File: config.mk
export PLATFORM = sky130hd
export DESIGN_NAME = rpn_stack_calculator_core_flat
export DESIGN_NICKNAME = d
export VERILOG_FILES = /design/src/design/rpn_pkg.sv /design/src/design/rpn_if.sv /design/src/design/rpn_stack_calculator_core.sv /design/src/design/rpn_div.sv /design/src/design/rpn_dp.sv /design/src/design/rpn_ctrl.sv /design/src/flat_wrapper.sv
export SDC_FILE = /design/constraint.sdc
export NUM_CORES = 2
export LEC_CHECK = 0
export ABC_AREA = 1
export BUFFER_PORTS_ARGS = -buffer_cell sky130_fd_sc_hd__buf_4
export CAP_MARGIN = 20
export CORE_AREA = 3 3 418 420
export CTS_CLUSTER_DIAMETER = 50
export DETAILED_ROUTE_END_ITERATION = 10
export DIE_AREA = 0 0 421 423
export GPL_ROUTABILITY_DRIVEN = 0
export PLACE_DENSITY_LB_ADDON = 0.05
export SYNTH_ARGS = -nofsm -noshare
export SYNTH_HDL_FRONTEND = slang
export SYNTH_HIERARCHICAL = 1
export SYNTH_SLANG_ARGS = --single-unit
export TNS_END_PERCENT = 1
File: constraint.sdc
create_clock -name clk -period 13.1 [get_ports clk]
set_input_delay 1.31 -clock clk [delete_from_list [all_inputs] [get_ports clk]]
set_output_delay 1.31 -clock clk [all_outputs]
set_load 0.005 [all_outputs]
File: src/design/rpn_pkg.sv
package rpn_pkg;

    localparam int DEPTH  = 16;
    localparam int CNT_W  = $clog2(DEPTH + 1);
    localparam int IDX_W  = $clog2(DEPTH);
    localparam int DATA_W = 32;
    localparam int ACT_W  = 3;
    localparam int ST_W   = 3;

    localparam logic [ACT_W-1:0] ACT_PUSH = 3'd0;
    localparam logic [ACT_W-1:0] ACT_ADD  = 3'd1;
    localparam logic [ACT_W-1:0] ACT_SUB  = 3'd2;
    localparam logic [ACT_W-1:0] ACT_MUL  = 3'd3;
    localparam logic [ACT_W-1:0] ACT_DIV  = 3'd4;
    localparam logic [ACT_W-1:0] ACT_PEEK = 3'd5;
    localparam logic [ACT_W-1:0] ACT_DUMP = 3'd6;

    localparam logic [ST_W-1:0] ST_OK      = 3'd0;
    localparam logic [ST_W-1:0] ST_EMPTY   = 3'd1;
    localparam logic [ST_W-1:0] ST_ONE     = 3'd2;
    localparam logic [ST_W-1:0] ST_FULL    = 3'd3;
    localparam logic [ST_W-1:0] ST_DIVZERO = 3'd4;

    typedef enum logic [2:0] {
        VSEL_ZERO,
        VSEL_TOP,
        VSEL_OPND,
        VSEL_ALU,
        VSEL_QUO
    } vsel_t;

    typedef struct packed {
        logic            load_in;
        logic            push_we;
        logic            pop_we;
        logic            clr;
        logic            div_start;
        logic            dump_load;
        logic            dump_rd;
        logic            dump_dec;
        logic            emit;
        vsel_t           vsel;
        logic [ST_W-1:0] st;
        logic            last;
    } cmd_t;

    typedef struct packed {
        logic [ACT_W-1:0] action;
        logic             clear;
        logic             cnt_zero;
        logic             cnt_one;
        logic             cnt_full;
        logic             right_zero;
        logic             idx_zero;
        logic             div_done;
        logic             out_free;
    } sts_t;

endpackage

File: src/design/rpn_if.sv
interface rpn_in_if;
    logic                                valid;
    logic                                ready;
    logic [rpn_pkg::ACT_W-1:0]           action;
    logic signed [rpn_pkg::DATA_W-1:0]   operand;
    logic                                clear_request;

    modport source (output valid, action, operand, clear_request, input ready);
    modport sink   (input valid, action, operand, clear_request, output ready);
endinterface

interface rpn_out_if;
    logic                                valid;
    logic                                ready;
    logic signed [rpn_pkg::DATA_W-1:0]   result_value;
    logic [rpn_pkg::ST_W-1:0]            status;
    logic                                last;

    modport source (output valid, result_value, status, last, input ready);
    modport sink   (input valid, result_value, status, last, output ready);
endinterface

File: src/design/rpn_stack_calculator_core.sv
// channel | dir | beat payload                          | handshake
// item    | in  | action, operand, clear_request        | valid/ready
// res     | out | result_value, status, last            | valid/ready
//
// One item at a time. Push, add, subtract, multiply, peek, clear and errors
// give their result once the output register is free; divide first runs the
// iterative divider (one quotient bit per cycle); dump gives one result per
// stack entry (one registered stack read per entry). Reset clears the entry
// count and the output valid flag. A stalled result beat holds; the next
// item is accepted while the last result of the previous one waits.
module rpn_stack_calculator_core (
    input  logic     clk,
    input  logic     rst_n,
    rpn_in_if.sink   item,
    rpn_out_if.source res
);

    rpn_pkg::cmd_t cmd;
    rpn_pkg::sts_t sts;
    logic          in_ready;

    assign item.ready = in_ready;

    rpn_ctrl u_ctrl (
        .clk      (clk),
        .rst_n    (rst_n),
        .in_valid (item.valid),
        .in_ready (in_ready),
        .sts      (sts),
        .cmd      (cmd)
    );

    rpn_dp u_dp (
        .clk           (clk),
        .rst_n         (rst_n),
        .cmd           (cmd),
        .action        (item.action),
        .operand       (item.operand),
        .clear_request (item.clear_request),
        .res           (res),
        .sts           (sts)
    );

    a_accept_busy: assert property (@(posedge clk) disable iff (!rst_n)
        (item.valid && item.ready) |=> !item.ready)
        else $error("item accepted while previous one in flight");

    a_emit_free: assert property (@(posedge clk) disable iff (!rst_n)
        cmd.emit |-> sts.out_free)
        else $error("result overwritten before taken");

    a_push_room: assert property (@(posedge clk) disable iff (!rst_n)
        cmd.push_we |-> !sts.cnt_full)
        else $error("push on full stack");

    a_pop_ops: assert property (@(posedge clk) disable iff (!rst_n)
        (cmd.pop_we || cmd.div_start) |-> (!sts.cnt_zero && !sts.cnt_one))
        else $error("operator with fewer than two operands");

    a_div_nonzero: assert property (@(posedge clk) disable iff (!rst_n)
        cmd.div_start |-> !sts.right_zero)
        else $error("divider started with zero divisor");

endmodule

File: src/design/rpn_div.sv
module rpn_div (
    input  logic                              clk,
    input  logic                              rst_n,
    input  logic                              start,
    input  logic signed [rpn_pkg::DATA_W-1:0] dividend,
    input  logic signed [rpn_pkg::DATA_W-1:0] divisor,
    output logic                              done,
    output logic [rpn_pkg::DATA_W-1:0]        quotient
);

    localparam int W      = rpn_pkg::DATA_W;
    localparam int ITER_W = $clog2(W);

    logic              busy_reg, busy_next;
    logic              done_reg, done_next;
    logic [ITER_W-1:0] iter_reg;
    logic [W-1:0]      rem_reg;
    logic [W-1:0]      quo_reg;
    logic [W-1:0]      md_reg;
    logic              neg_reg;
    logic [W:0]        shifted;
    logic [W:0]        trial;

    assign shifted = {rem_reg, quo_reg[W-1]};
    assign trial   = shifted - {1'b0, md_reg};

    always_comb
    begin
        busy_next = busy_reg;
        done_next = 1'b0;
        if (start)
        begin
            busy_next = 1'b1;
        end
        else if (busy_reg && (iter_reg == '0))
        begin
            busy_next = 1'b0;
            done_next = 1'b1;
        end
    end

    always_ff @(posedge clk or negedge rst_n)
    begin
        if (!rst_n)
        begin
            busy_reg <= 1'b0;
            done_reg <= 1'b0;
        end
        else
        begin
            busy_reg <= busy_next;
            done_reg <= done_next;
        end
    end

    // restoring division on magnitudes, one quotient bit per cycle
    always_ff @(posedge clk)
    begin
        if (start)
        begin
            iter_reg <= ITER_W'(W - 1);
            rem_reg  <= '0;
            quo_reg  <= dividend[W-1] ? (W'(0) - dividend) : dividend;
            md_reg   <= divisor[W-1] ? (W'(0) - divisor) : divisor;
            neg_reg  <= dividend[W-1] ^ divisor[W-1];
        end
        else if (busy_reg)
        begin
            iter_reg <= iter_reg - ITER_W'(1);
            if (!trial[W])
            begin
                rem_reg <= trial[W-1:0];
                quo_reg <= {quo_reg[W-2:0], 1'b1};
            end
            else
            begin
                rem_reg <= shifted[W-1:0];
                quo_reg <= {quo_reg[W-2:0], 1'b0};
            end
        end
    end

    assign done     = done_reg;
    assign quotient = neg_reg ? (W'(0) - quo_reg) : quo_reg;

endmodule

File: src/design/rpn_dp.sv
module rpn_dp (
    input  logic                              clk,
    input  logic                              rst_n,
    input  rpn_pkg::cmd_t                     cmd,
    input  logic [rpn_pkg::ACT_W-1:0]         action,
    input  logic signed [rpn_pkg::DATA_W-1:0] operand,
    input  logic                              clear_request,
    rpn_out_if.source                         res,
    output rpn_pkg::sts_t                     sts
);

    localparam int W     = rpn_pkg::DATA_W;
    localparam int CNT_W = rpn_pkg::CNT_W;
    localparam int IDX_W = rpn_pkg::IDX_W;

    logic [W-1:0]     mem [rpn_pkg::DEPTH];

    logic [CNT_W-1:0] cnt_reg, cnt_next;
    logic             out_valid_reg, out_valid_next;
    logic [IDX_W-1:0] idx_reg;
    logic [rpn_pkg::ACT_W-1:0] act_reg;
    logic             clr_reg;
    logic [W-1:0]     opnd_reg;
    logic [W-1:0]     rd_a_reg;
    logic [W-1:0]     rd_b_reg;
    logic [W-1:0]     out_value_reg;
    logic [rpn_pkg::ST_W-1:0] out_status_reg;
    logic             out_last_reg;

    logic [CNT_W-1:0] cnt_m1;
    logic [CNT_W-1:0] cnt_m2;
    logic [IDX_W-1:0] addr_a;
    logic [IDX_W-1:0] wr_addr;
    logic [W-1:0]     alu_val;
    logic [W-1:0]     sel_val;
    logic [W-1:0]     quo;
    logic             div_done;
    logic             out_free;

    assign cnt_m1 = cnt_reg - CNT_W'(1);
    assign cnt_m2 = cnt_reg - CNT_W'(2);
    assign addr_a = cmd.dump_rd ? idx_reg : cnt_m1[IDX_W-1:0];
    assign wr_addr = cmd.push_we ? cnt_reg[IDX_W-1:0] : cnt_m2[IDX_W-1:0];

    // rd_a holds the right operand (top), rd_b the left one
    always_comb
    begin
        case (act_reg)
            rpn_pkg::ACT_ADD: alu_val = rd_b_reg + rd_a_reg;
            rpn_pkg::ACT_SUB: alu_val = rd_b_reg - rd_a_reg;
            default:          alu_val = rd_b_reg * rd_a_reg;
        endcase
    end

    rpn_div u_div (
        .clk      (clk),
        .rst_n    (rst_n),
        .start    (cmd.div_start),
        .dividend (rd_b_reg),
        .divisor  (rd_a_reg),
        .done     (div_done),
        .quotient (quo)
    );

    always_comb
    begin
        unique case (cmd.vsel)
            rpn_pkg::VSEL_ZERO: sel_val = '0;
            rpn_pkg::VSEL_TOP:  sel_val = rd_a_reg;
            rpn_pkg::VSEL_OPND: sel_val = opnd_reg;
            rpn_pkg::VSEL_ALU:  sel_val = alu_val;
            rpn_pkg::VSEL_QUO:  sel_val = quo;
            default:            sel_val = '0;
        endcase
    end

    assign out_free = !out_valid_reg || res.ready;

    always_comb
    begin
        cnt_next = cnt_reg;
        if (cmd.clr)
        begin
            cnt_next = '0;
        end
        else if (cmd.push_we)
        begin
            cnt_next = cnt_reg + CNT_W'(1);
        end
        else if (cmd.pop_we)
        begin
            cnt_next = cnt_m1;
        end

        out_valid_next = out_valid_reg;
        if (cmd.emit)
        begin
            out_valid_next = 1'b1;
        end
        else if (res.ready)
        begin
            out_valid_next = 1'b0;
        end
    end

    always_ff @(posedge clk or negedge rst_n)
    begin
        if (!rst_n)
        begin
            cnt_reg       <= '0;
            out_valid_reg <= 1'b0;
        end
        else
        begin
            cnt_reg       <= cnt_next;
            out_valid_reg <= out_valid_next;
        end
    end

    always_ff @(posedge clk)
    begin
        if (cmd.load_in)
        begin
            act_reg  <= action;
            clr_reg  <= clear_request;
            opnd_reg <= operand;
            rd_b_reg <= mem[cnt_m2[IDX_W-1:0]];
        end
        if (cmd.load_in || cmd.dump_rd)
        begin
            rd_a_reg <= mem[addr_a];
        end
        if (cmd.push_we || cmd.pop_we)
        begin
            mem[wr_addr] <= cmd.push_we ? opnd_reg : sel_val;
        end
        if (cmd.dump_load)
        begin
            idx_reg <= cnt_m1[IDX_W-1:0];
        end
        else if (cmd.dump_dec)
        begin
            idx_reg <= idx_reg - IDX_W'(1);
        end
        if (cmd.emit)
        begin
            out_value_reg  <= sel_val;
            out_status_reg <= cmd.st;
            out_last_reg   <= cmd.last;
        end
    end

    assign res.valid        = out_valid_reg;
    assign res.result_value = out_value_reg;
    assign res.status       = out_status_reg;
    assign res.last         = out_last_reg;

    assign sts.action     = act_reg;
    assign sts.clear      = clr_reg;
    assign sts.cnt_zero   = (cnt_reg == '0);
    assign sts.cnt_one    = (cnt_reg == CNT_W'(1));
    assign sts.cnt_full   = (cnt_reg >= CNT_W'(rpn_pkg::DEPTH));
    assign sts.right_zero = (rd_a_reg == '0);
    assign sts.idx_zero   = (idx_reg == '0);
    assign sts.div_done   = div_done;
    assign sts.out_free   = out_free;

endmodule

File: src/design/rpn_ctrl.sv
module rpn_ctrl (
    input  logic          clk,
    input  logic          rst_n,
    input  logic          in_valid,
    output logic          in_ready,
    input  rpn_pkg::sts_t sts,
    output rpn_pkg::cmd_t cmd
);

    localparam logic [2:0] S_IDLE     = 3'd0;
    localparam logic [2:0] S_EXEC     = 3'd1;
    localparam logic [2:0] S_DIV      = 3'd2;
    localparam logic [2:0] S_WB       = 3'd3;
    localparam logic [2:0] S_DUMP_RD  = 3'd4;
    localparam logic [2:0] S_DUMP_OUT = 3'd5;

    logic [2:0] state_reg, state_next;

    logic                      want;
    logic                      do_push;
    logic                      do_pop;
    logic                      do_clr;
    rpn_pkg::vsel_t            o_vsel;
    logic [rpn_pkg::ST_W-1:0]  o_st;

    assign in_ready = (state_reg == S_IDLE);

    always_comb
    begin
        state_next = state_reg;
        cmd        = '0;
        cmd.vsel   = rpn_pkg::VSEL_ZERO;
        cmd.st     = rpn_pkg::ST_OK;
        want       = 1'b0;
        do_push    = 1'b0;
        do_pop     = 1'b0;
        do_clr     = 1'b0;
        o_vsel     = rpn_pkg::VSEL_ZERO;
        o_st       = rpn_pkg::ST_OK;

        unique case (state_reg)
            S_IDLE:
            begin
                if (in_valid)
                begin
                    cmd.load_in = 1'b1;
                    state_next  = S_EXEC;
                end
            end

            S_EXEC:
            begin
                if (sts.clear)
                begin
                    want   = 1'b1;
                    do_clr = 1'b1;
                end
                else
                begin
                    case (sts.action) inside
                        rpn_pkg::ACT_PUSH:
                        begin
                            want = 1'b1;
                            if (sts.cnt_full)
                            begin
                                o_vsel = rpn_pkg::VSEL_TOP;
                                o_st   = rpn_pkg::ST_FULL;
                            end
                            else
                            begin
                                o_vsel  = rpn_pkg::VSEL_OPND;
                                do_push = 1'b1;
                            end
                        end
                        rpn_pkg::ACT_ADD, rpn_pkg::ACT_SUB, rpn_pkg::ACT_MUL,
                        rpn_pkg::ACT_DIV:
                        begin
                            if (sts.cnt_zero)
                            begin
                                want = 1'b1;
                                o_st = rpn_pkg::ST_EMPTY;
                            end
                            else if (sts.cnt_one)
                            begin
                                want   = 1'b1;
                                o_vsel = rpn_pkg::VSEL_TOP;
                                o_st   = rpn_pkg::ST_ONE;
                            end
                            else if ((sts.action == rpn_pkg::ACT_DIV) && sts.right_zero)
                            begin
                                want   = 1'b1;
                                o_vsel = rpn_pkg::VSEL_TOP;
                                o_st   = rpn_pkg::ST_DIVZERO;
                            end
                            else if (sts.action == rpn_pkg::ACT_DIV)
                            begin
                                cmd.div_start = 1'b1;
                                state_next    = S_DIV;
                            end
                            else
                            begin
                                want   = 1'b1;
                                o_vsel = rpn_pkg::VSEL_ALU;
                                do_pop = 1'b1;
                            end
                        end
                        rpn_pkg::ACT_PEEK:
                        begin
                            want = 1'b1;
                            if (sts.cnt_zero)
                            begin
                                o_st = rpn_pkg::ST_EMPTY;
                            end
                            else
                            begin
                                o_vsel = rpn_pkg::VSEL_TOP;
                            end
                        end
                        rpn_pkg::ACT_DUMP:
                        begin
                            if (sts.cnt_zero)
                            begin
                                want = 1'b1;
                                o_st = rpn_pkg::ST_EMPTY;
                            end
                            else
                            begin
                                cmd.dump_load = 1'b1;
                                state_next    = S_DUMP_RD;
                            end
                        end
                        default:
                        begin
                            state_next = S_IDLE;
                        end
                    endcase
                end

                // stack update commits together with the result beat
                if (want && sts.out_free)
                begin
                    cmd.emit    = 1'b1;
                    cmd.vsel    = o_vsel;
                    cmd.st      = o_st;
                    cmd.last    = 1'b1;
                    cmd.push_we = do_push;
                    cmd.pop_we  = do_pop;
                    cmd.clr     = do_clr;
                    state_next  = S_IDLE;
                end
            end

            S_DIV:
            begin
                if (sts.div_done)
                begin
                    state_next = S_WB;
                end
            end

            S_WB:
            begin
                if (sts.out_free)
                begin
                    cmd.emit   = 1'b1;
                    cmd.vsel   = rpn_pkg::VSEL_QUO;
                    cmd.last   = 1'b1;
                    cmd.pop_we = 1'b1;
                    state_next = S_IDLE;
                end
            end

            S_DUMP_RD:
            begin
                cmd.dump_rd = 1'b1;
                state_next  = S_DUMP_OUT;
            end

            S_DUMP_OUT:
            begin
                if (sts.out_free)
                begin
                    cmd.emit = 1'b1;
                    cmd.vsel = rpn_pkg::VSEL_TOP;
                    cmd.last = sts.idx_zero;
                    if (sts.idx_zero)
                    begin
                        state_next = S_IDLE;
                    end
                    else
                    begin
                        cmd.dump_dec = 1'b1;
                        state_next   = S_DUMP_RD;
                    end
                end
            end

            default:
            begin
                state_next = S_IDLE;
            end
        endcase
    end

    always_ff @(posedge clk or negedge rst_n)
    begin
        if (!rst_n)
        begin
            state_reg <= S_IDLE;
        end
        else
        begin
            state_reg <= state_next;
        end
    end

endmodule
File: src/flat_wrapper.sv
// flat-port wrapper written by rule: the top's interface ports become plain ports
module rpn_stack_calculator_core_flat 
  (clk, rst_n, item_valid, item_action, item_operand, item_clear_request, item_ready, res_valid, res_result_value, res_status, res_last, res_ready);
  rpn_in_if item_i ();
  rpn_out_if res_i ();
  input  logic clk;
  input  logic rst_n;
  input wire logic [$bits(item_i.valid)-1:0] item_valid;
  input wire logic [$bits(item_i.action)-1:0] item_action;
  input wire logic [$bits(item_i.operand)-1:0] item_operand;
  input wire logic [$bits(item_i.clear_request)-1:0] item_clear_request;
  output wire logic [$bits(item_i.ready)-1:0] item_ready;
  output wire logic [$bits(res_i.valid)-1:0] res_valid;
  output wire logic [$bits(res_i.result_value)-1:0] res_result_value;
  output wire logic [$bits(res_i.status)-1:0] res_status;
  output wire logic [$bits(res_i.last)-1:0] res_last;
  input wire logic [$bits(res_i.ready)-1:0] res_ready;
  assign item_i.valid = item_valid;
  assign item_i.action = item_action;
  assign item_i.operand = item_operand;
  assign item_i.clear_request = item_clear_request;
  assign item_ready = item_i.ready;
  assign res_valid = res_i.valid;
  assign res_result_value = res_i.result_value;
  assign res_status = res_i.status;
  assign res_last = res_i.last;
  assign res_i.ready = res_ready;
  rpn_stack_calculator_core u_core (.clk(clk), .rst_n(rst_n), .item(item_i), .res(res_i));
endmodule
======== After elaboration in Yosys (flattened, before gate mapping) ========
Memory sizes are Yosys's and may differ from the RTL's. A register that Yosys moved wholly into a read port is not among the register bits.
Cells that the tools add are included.
word-level totals
  memories kept ........................... 1
  bits in writable memories ............... 512
  logic and storage cells ................. 195
  output and inout bits ................... 38
  input bits .............................. 40
  flip-flop bits (word level) ............. 189
operators by class
  equal/unequal tests ..................... 28
  reduce and logical (&&, ||, !) cells .... 21
  mux-type cells .......................... 111
  add/subtract/negate cells ............... 11
  bitwise logic cells ..................... 3
  multiply operators ...................... 1
  $lt $le $gt $ge ......................... 1
memories
  memory           depth  bits a word  read ports  clocked after memory_dff  wr ports  RTL line      RTL
  u_core.u_dp.mem  16     32           2           2                         1         rpn_dp.sv:16  logic [W-1:0] mem [rpn_pkg::DEPTH];
operators by type and width
  kind                   number
  $mux 32                6
  $pmux 32 s4            1
  $sub 1x32->32 const A  3
  $mux 3                 28
  $pmux 32 s2            1
  $mux 1                 53
  $sub 33x32->33         1
  $add 32x32->32         1
  $logic_not 32->1       1
  $mul 32x32->32         1
  $sub 32x32->32         1
  $mux 31                1
  $mux 4                 5
  $mux 5                 4
  $ne 4x4->1 const B     5
  $eq 3x2->1 const B     6
  $eq 3x3->1 const B     6
  $pmux 3 s6             1
  $mux 2                 7
  $pmux 4 s3             1
  $reduce_and 12->1      1
  $logic_not 5->1        2
  $sub 5x1->5 const B    2
  $eq 3x1->1 const B     3
  22 further kinds       35

======== Depth between registers and ports, before layout ========
  depth in word-level cells ............... 15
  mapped depth ............................ 34
  gate-level depth less buffers ........... 33

======== Modules after synthesis ========
The synthesis kept the hierarchy.
by module, submodules not included
  module    sequential area each (um^2)  area an instance (um^2)  times used  cells each
  rpn_dp    19728.9                      50018.0                  1           5657
  rpn_div   2742.6                       9188.8                   1           1456
  rpn_ctrl  75.1                         605.6                    1           101

======== Least setup slack after synthesis ========
Ideal clock, no wire load.
  kind .................................... reg2reg
  start point ............................. reg u_core.u_dp.rd_a_reg[5] (read register of u_core.u_dp.mem)
  end point ............................... mem u_core/u_dp/mem[0][27] in the netlist's numbering, data pin
  arrival time ............................ 7078 ps
  stages on the path, launching flop included .. 29
  library setup time ...................... 303 ps
  period minus slack after synthesis ...... 7381 ps
  buffers on the path ..................... 2
  required time ........................... 12797 ps
  path slack .............................. 5719 ps
  path through ............................ edfxtp_1 -> buf_1 -> clkbuf_1 -> nand2_1 -> inv_1 -> fa_1 -> fa_1 -> fa_1 -> inv_1 -> fa_1 -> inv_1 -> fa_1 -> inv_1 -> fa_1 -> inv_1 -> fa_1 -> fa_1 -> ha_1 -> a21oi_1 -> o21ai_0 -> a21oi_1 -> nand3_1 -> nand2_1 -> o211ai_1 -> nand2_1 -> inv_1 -> o21ai_0 -> nand3_1 -> a31oi_1
on the way
  longest elaborated chain between the ends .. 15
  elaborated cells between the ends (all ways) .. 30
  those cells by class .................... 2 x add/sub; 1 x mul; 4 x eq/ne; 20 x mux; 3 x reduce/logical
ends and longest elaborated chain
  item                                                     RTL line       RTL
  start: declaration                                       rpn_dp.sv:24   logic [W-1:0] rd_a_reg;
  branches (longest 14 deep; another with $mul 32x32->32)  -
  $mux 32 (*)                                              rpn_dp.sv:135  mem[wr_addr] <= cmd.push_we ? opnd_reg : sel_val;
  end: declaration                                         rpn_dp.sv:16
Mark *: on every way between the ends. The select of a mux whose other input is x is not followed.

======== Worst setup path in the final report ========
  start point ............................. reg u_core.u_dp.rd_b_reg[12] (read register of u_core.u_dp.mem)
  end point ............................... mem u_core/u_dp/mem[3][31] in the netlist's numbering, data pin
on the way
  longest elaborated chain between the ends .. 4
  elaborated cells between the ends (all ways) .. 6
  those cells by class .................... 2 x add/sub; 1 x mul; 3 x mux
ends and longest elaborated chain
  item                                          RTL line       RTL
  start: declaration                            rpn_dp.sv:25   logic [W-1:0] rd_b_reg;
  $mul 32x32->32, or another cell as far along  rpn_dp.sv:51   default: alu_val = rd_b_reg * rd_a_reg;
  $pmux 32 s2 (*)                               rpn_dp.sv:48   case (act_reg)
  $pmux 32 s4 (*)                               rpn_dp.sv:67   unique case (cmd.vsel)
  net u_core.u_dp.sel_val[31]                   rpn_dp.sv:35   logic [W-1:0] sel_val;
  $mux 32 (*)                                   rpn_dp.sv:135
The timed path passes the listed nets; every way through them passes the cells marked *.

==> summary.md <==
| Metric | Value |
|---|---|
| Worst path max stage delay | `between 800 and 900 ps` |
| CP max stage cell | `edfxtp_1` |
| FILL cells | `roughly 17000` |
| Number of global-route vias before repair | `between 40000 and 50000` |
| Crit Path Class | `register to register` |
| Crit path launch | `u_core/u_dp/rd_b_reg[12]$_DFFE_PP_` |
| Final Cycle Share | `0.645` |
| Post-synth EDFFs | `717` |
| Clk_lat worst skew | `~760 ps` |
| Reg-to-reg setup timing slack | `~4700 ps` |
| Cell count after synthesis | `between 7000 and 8000` |
| Synth cell types | `70` |
| CTS buffer count | `114` |
| Clock Path Buffers | `3` |
| Share of layout cells above drive strength 1 | `0.0738` |
| DP HPWL | `around 150000 um` |
| Row cnt | `152` |
| Drt via density | `roughly 5.2` |
| Mapped Area | `roughly 60000 um2` |
| Reg2reg end | `u_core/u_dp/mem[3][31]$_DFFE_PP_` |
| Area delta synth->final | `12.2%` |
| RSZ-0062 raised after global routing | `no` |
| Final net count | `just under 8000` |
| Number of DRC markers in iteration 0 | `4358` |
| Seq cells post-synth | `765` |
| Remaining DRCs | `0` |
| Initial antenna violation count | `10` |
| Total GRT Usage | `0.251` |
| I/O Pins | `between 70 and 80` |
| Fin util | `0.392` |
| Post-Syn Nets | `slightly below 8000` |
| Hold Crit Class | `primary input to asynchronous set/reset pin` |
| Startpoint Class | `register` |
| Status | `complete, no violations` |
| Sequential area share after synthesis | `0.377` |
| Postcts setup bufs | `0` |
| Avg Inst Size Synth | `between 8 and 9 um2` |
| Setup Viol. Count Final | `0` |
| Synth Warn # | `6` |
| Core Box Area | `about 170000 um2` |
| First-pass GRT wire length | `between 300000 and 400000 um` |
| End of the critical path | `u_core/u_dp/mem[3][31]$_DFFE_PP_` |
| Die width | `about 420 um` |
| DR WL/cell | `between 20 and 25 um` |
| Finished Cell Area | `roughly 67000 um2` |
| Die height | `between 400 and 500 um` |
| Drt pass-1 iters | `6` |
| Max reg flops | `just over 500` |
| FMAX | `118 MHz` |
| Worst-Margin Slew | `approximately 1100 ps` |
| Post-synth top flop | `edfxtp_1` |
| Worst r2r path cells | `29` |
| Setup TNS | `0 ps` |
| Normalized max-slew margin | `0.264` |
| Worst path most repeated cell | `fa_1` |
| Clk sink count | `around 770` |
| Dpl cell area | `63100 um2` |
| Slew Limit Fails | `0` |
| Post-CTS sizing | `0` |
| RR Startpoint | `u_core/u_dp/rd_b_reg[12]$_DFFE_PP_` |
| Tmin final | `~8400 ps` |
| Largest net degree at the start of global routing | `approximately 190` |
| Crit path max fanout | `16` |
| Post-Route WL | `between 200000 and 250000 um` |
| Global route overflow | `0` |
| CP arrival | `roughly 8800 ps` |
| Vias after detailed routing | `49900` |
| Most flop-heavy register | `u_core/u_dp/mem` |
| Antenna-violating nets left | `0` |
| Die area | `178000 um2` |
| # hold bufs at CTS | `0` |
| TritonCTS clock tree | `done` |
| Setup crit end kind | `register` |
| Max_cap viols | `0` |
| Clock Tree Root | `clkbuf_16` |
| Final Hold Vio Count | `0` |
| Worst path required time | `13400 ps` |
| Starting Density | `0.349` |
| Number of port buffers | `77` |
| Skew final | `around 98 ps` |
| # H-tree levels | `3` |
| Worst-path clk slew | `60 ps` |
| FFs w/ async S/R, synth | `0.0144` |
## critical path, delay by kind of cell, from the launching register on
family          cells  cell delay [ps]
buf+inv             6              400
simple gates        9             1380
flops               1              890
compound gates      5             1040
fa+ha+maj           9             4260
## synth_stat cells, drive strengths merged (92+ instances only)
library cell | instances | area share
nor2 | 567 | 0.036
ha | 200 | 0.042
a21oi | 357 | 0.030
nand3 | 257 | 0.022
buf | 92 | 0.0081
xor2 | 114 | 0.017
fa | 410 | 0.14
o21ai | 747 | 0.063
inv | 1364 | 0.086
o221ai | 97 | 0.014
clkbuf | 286 | 0.018
edfxtp | 717 | 0.36
nand2 | 1535 | 0.098
## placed cells by master, fill, tap and decap left out, types with 24 or more instances in the layout
| master | n |
|---|---|
| nor2_1 | 541 |
| o21ai_0 | 717 |
| buf_4 | 206 |
| inv_1 | 1344 |
| nor3_1 | 40 |
| a21oi_1 | 353 |
| o22ai_1 | 49 |
| dfxtp_1 | 37 |
| nand2_1 | 1516 |
| clkinv_2 | 24 |
| fa_1 | 410 |
| o211ai_1 | 50 |
| ha_1 | 199 |
| o31ai_1 | 26 |
| o221ai_1 | 97 |
| o32ai_1 | 24 |
| xor2_1 | 113 |
| nand3_1 | 248 |
| edfxtp_1 | 717 |
| nand4_1 | 35 |
| xnor2_1 | 47 |
| clkbuf_16 | 115 |
## metrics by stage
step	setup WS, ps	hold slack, ps	cells
final	4650	427	9579
after global routing	4190	382	9576
after CTS	4530	363	9574
after detailed placement	4460	447	9358
after global placement	4520	443	9358
after floorplan	5720	434	7214
## per-layer routing
layer  wire, um  GRT usage
met5         13          0
met4       8610     0.0888
met3      11200     0.0262
met2     108000      0.425
met1      98800      0.334
## final cells by class
| class | count | area, um2 | share of cell area |
|---|---|---|---|
| Multi-Input combinational cell | 4703 | 30800 | 0.459 |
| Sequential cell | 765 | 22600 | 0.336 |
| Inverter | 1368 | 5140 | 0.0767 |
| Clock buffer | 129 | 2960 | 0.0441 |
| Tap cell | 2310 | 2890 | 0.0431 |
| Timing Repair Buffer | 214 | 1710 | 0.0255 |
| Clock inverter | 87 | 1010 | 0.0151 |
| Antenna cell | 3 | 7.51 | 0.000112 |
## worst min-delay path by stage
stage	startpoint	endpoint	slack, ps	cells past startpoint
3_3_place_gp	u_core/u_dp/u_div/iter_reg[4]$_SDFFE_PP1P_	u_core/u_dp/u_div/iter_reg[4]$_SDFFE_PP1P_	440	2
3_5_place_dp	u_core/u_dp/u_div/iter_reg[4]$_SDFFE_PP1P_	u_core/u_dp/u_div/iter_reg[4]$_SDFFE_PP1P_	450	2
4_1_cts	rst_n	u_core/u_ctrl/state_reg[2]$_DFFE_PN0P_	360	1
5_1_grt	rst_n	u_core/u_ctrl/state_reg[2]$_DFFE_PN0P_	380	1
6_report	rst_n	u_core/u_ctrl/state_reg[0]$_DFFE_PN0P_	430	1
2_1_floorplan	u_core/u_dp/u_div/iter_reg[4]$_SDFFE_PP1P_	u_core/u_dp/u_div/iter_reg[4]$_SDFFE_PP1P_	430	2
## kinds of logic after synthesis
kind of cell,synth area share
AND/OR/NAND/NOR,0.172
AO/OA/AOI/OAI,0.136
buffers and inverters,0.112
XOR/XNOR,0.0237
multiplexers,0.000167
adder cells (fa/ha/maj),0.179
flip-flops,0.377
Power is left out: the tool's default activity adds up to more than one toggle a clock period on the data nets, which glitch-free logic cannot reach.
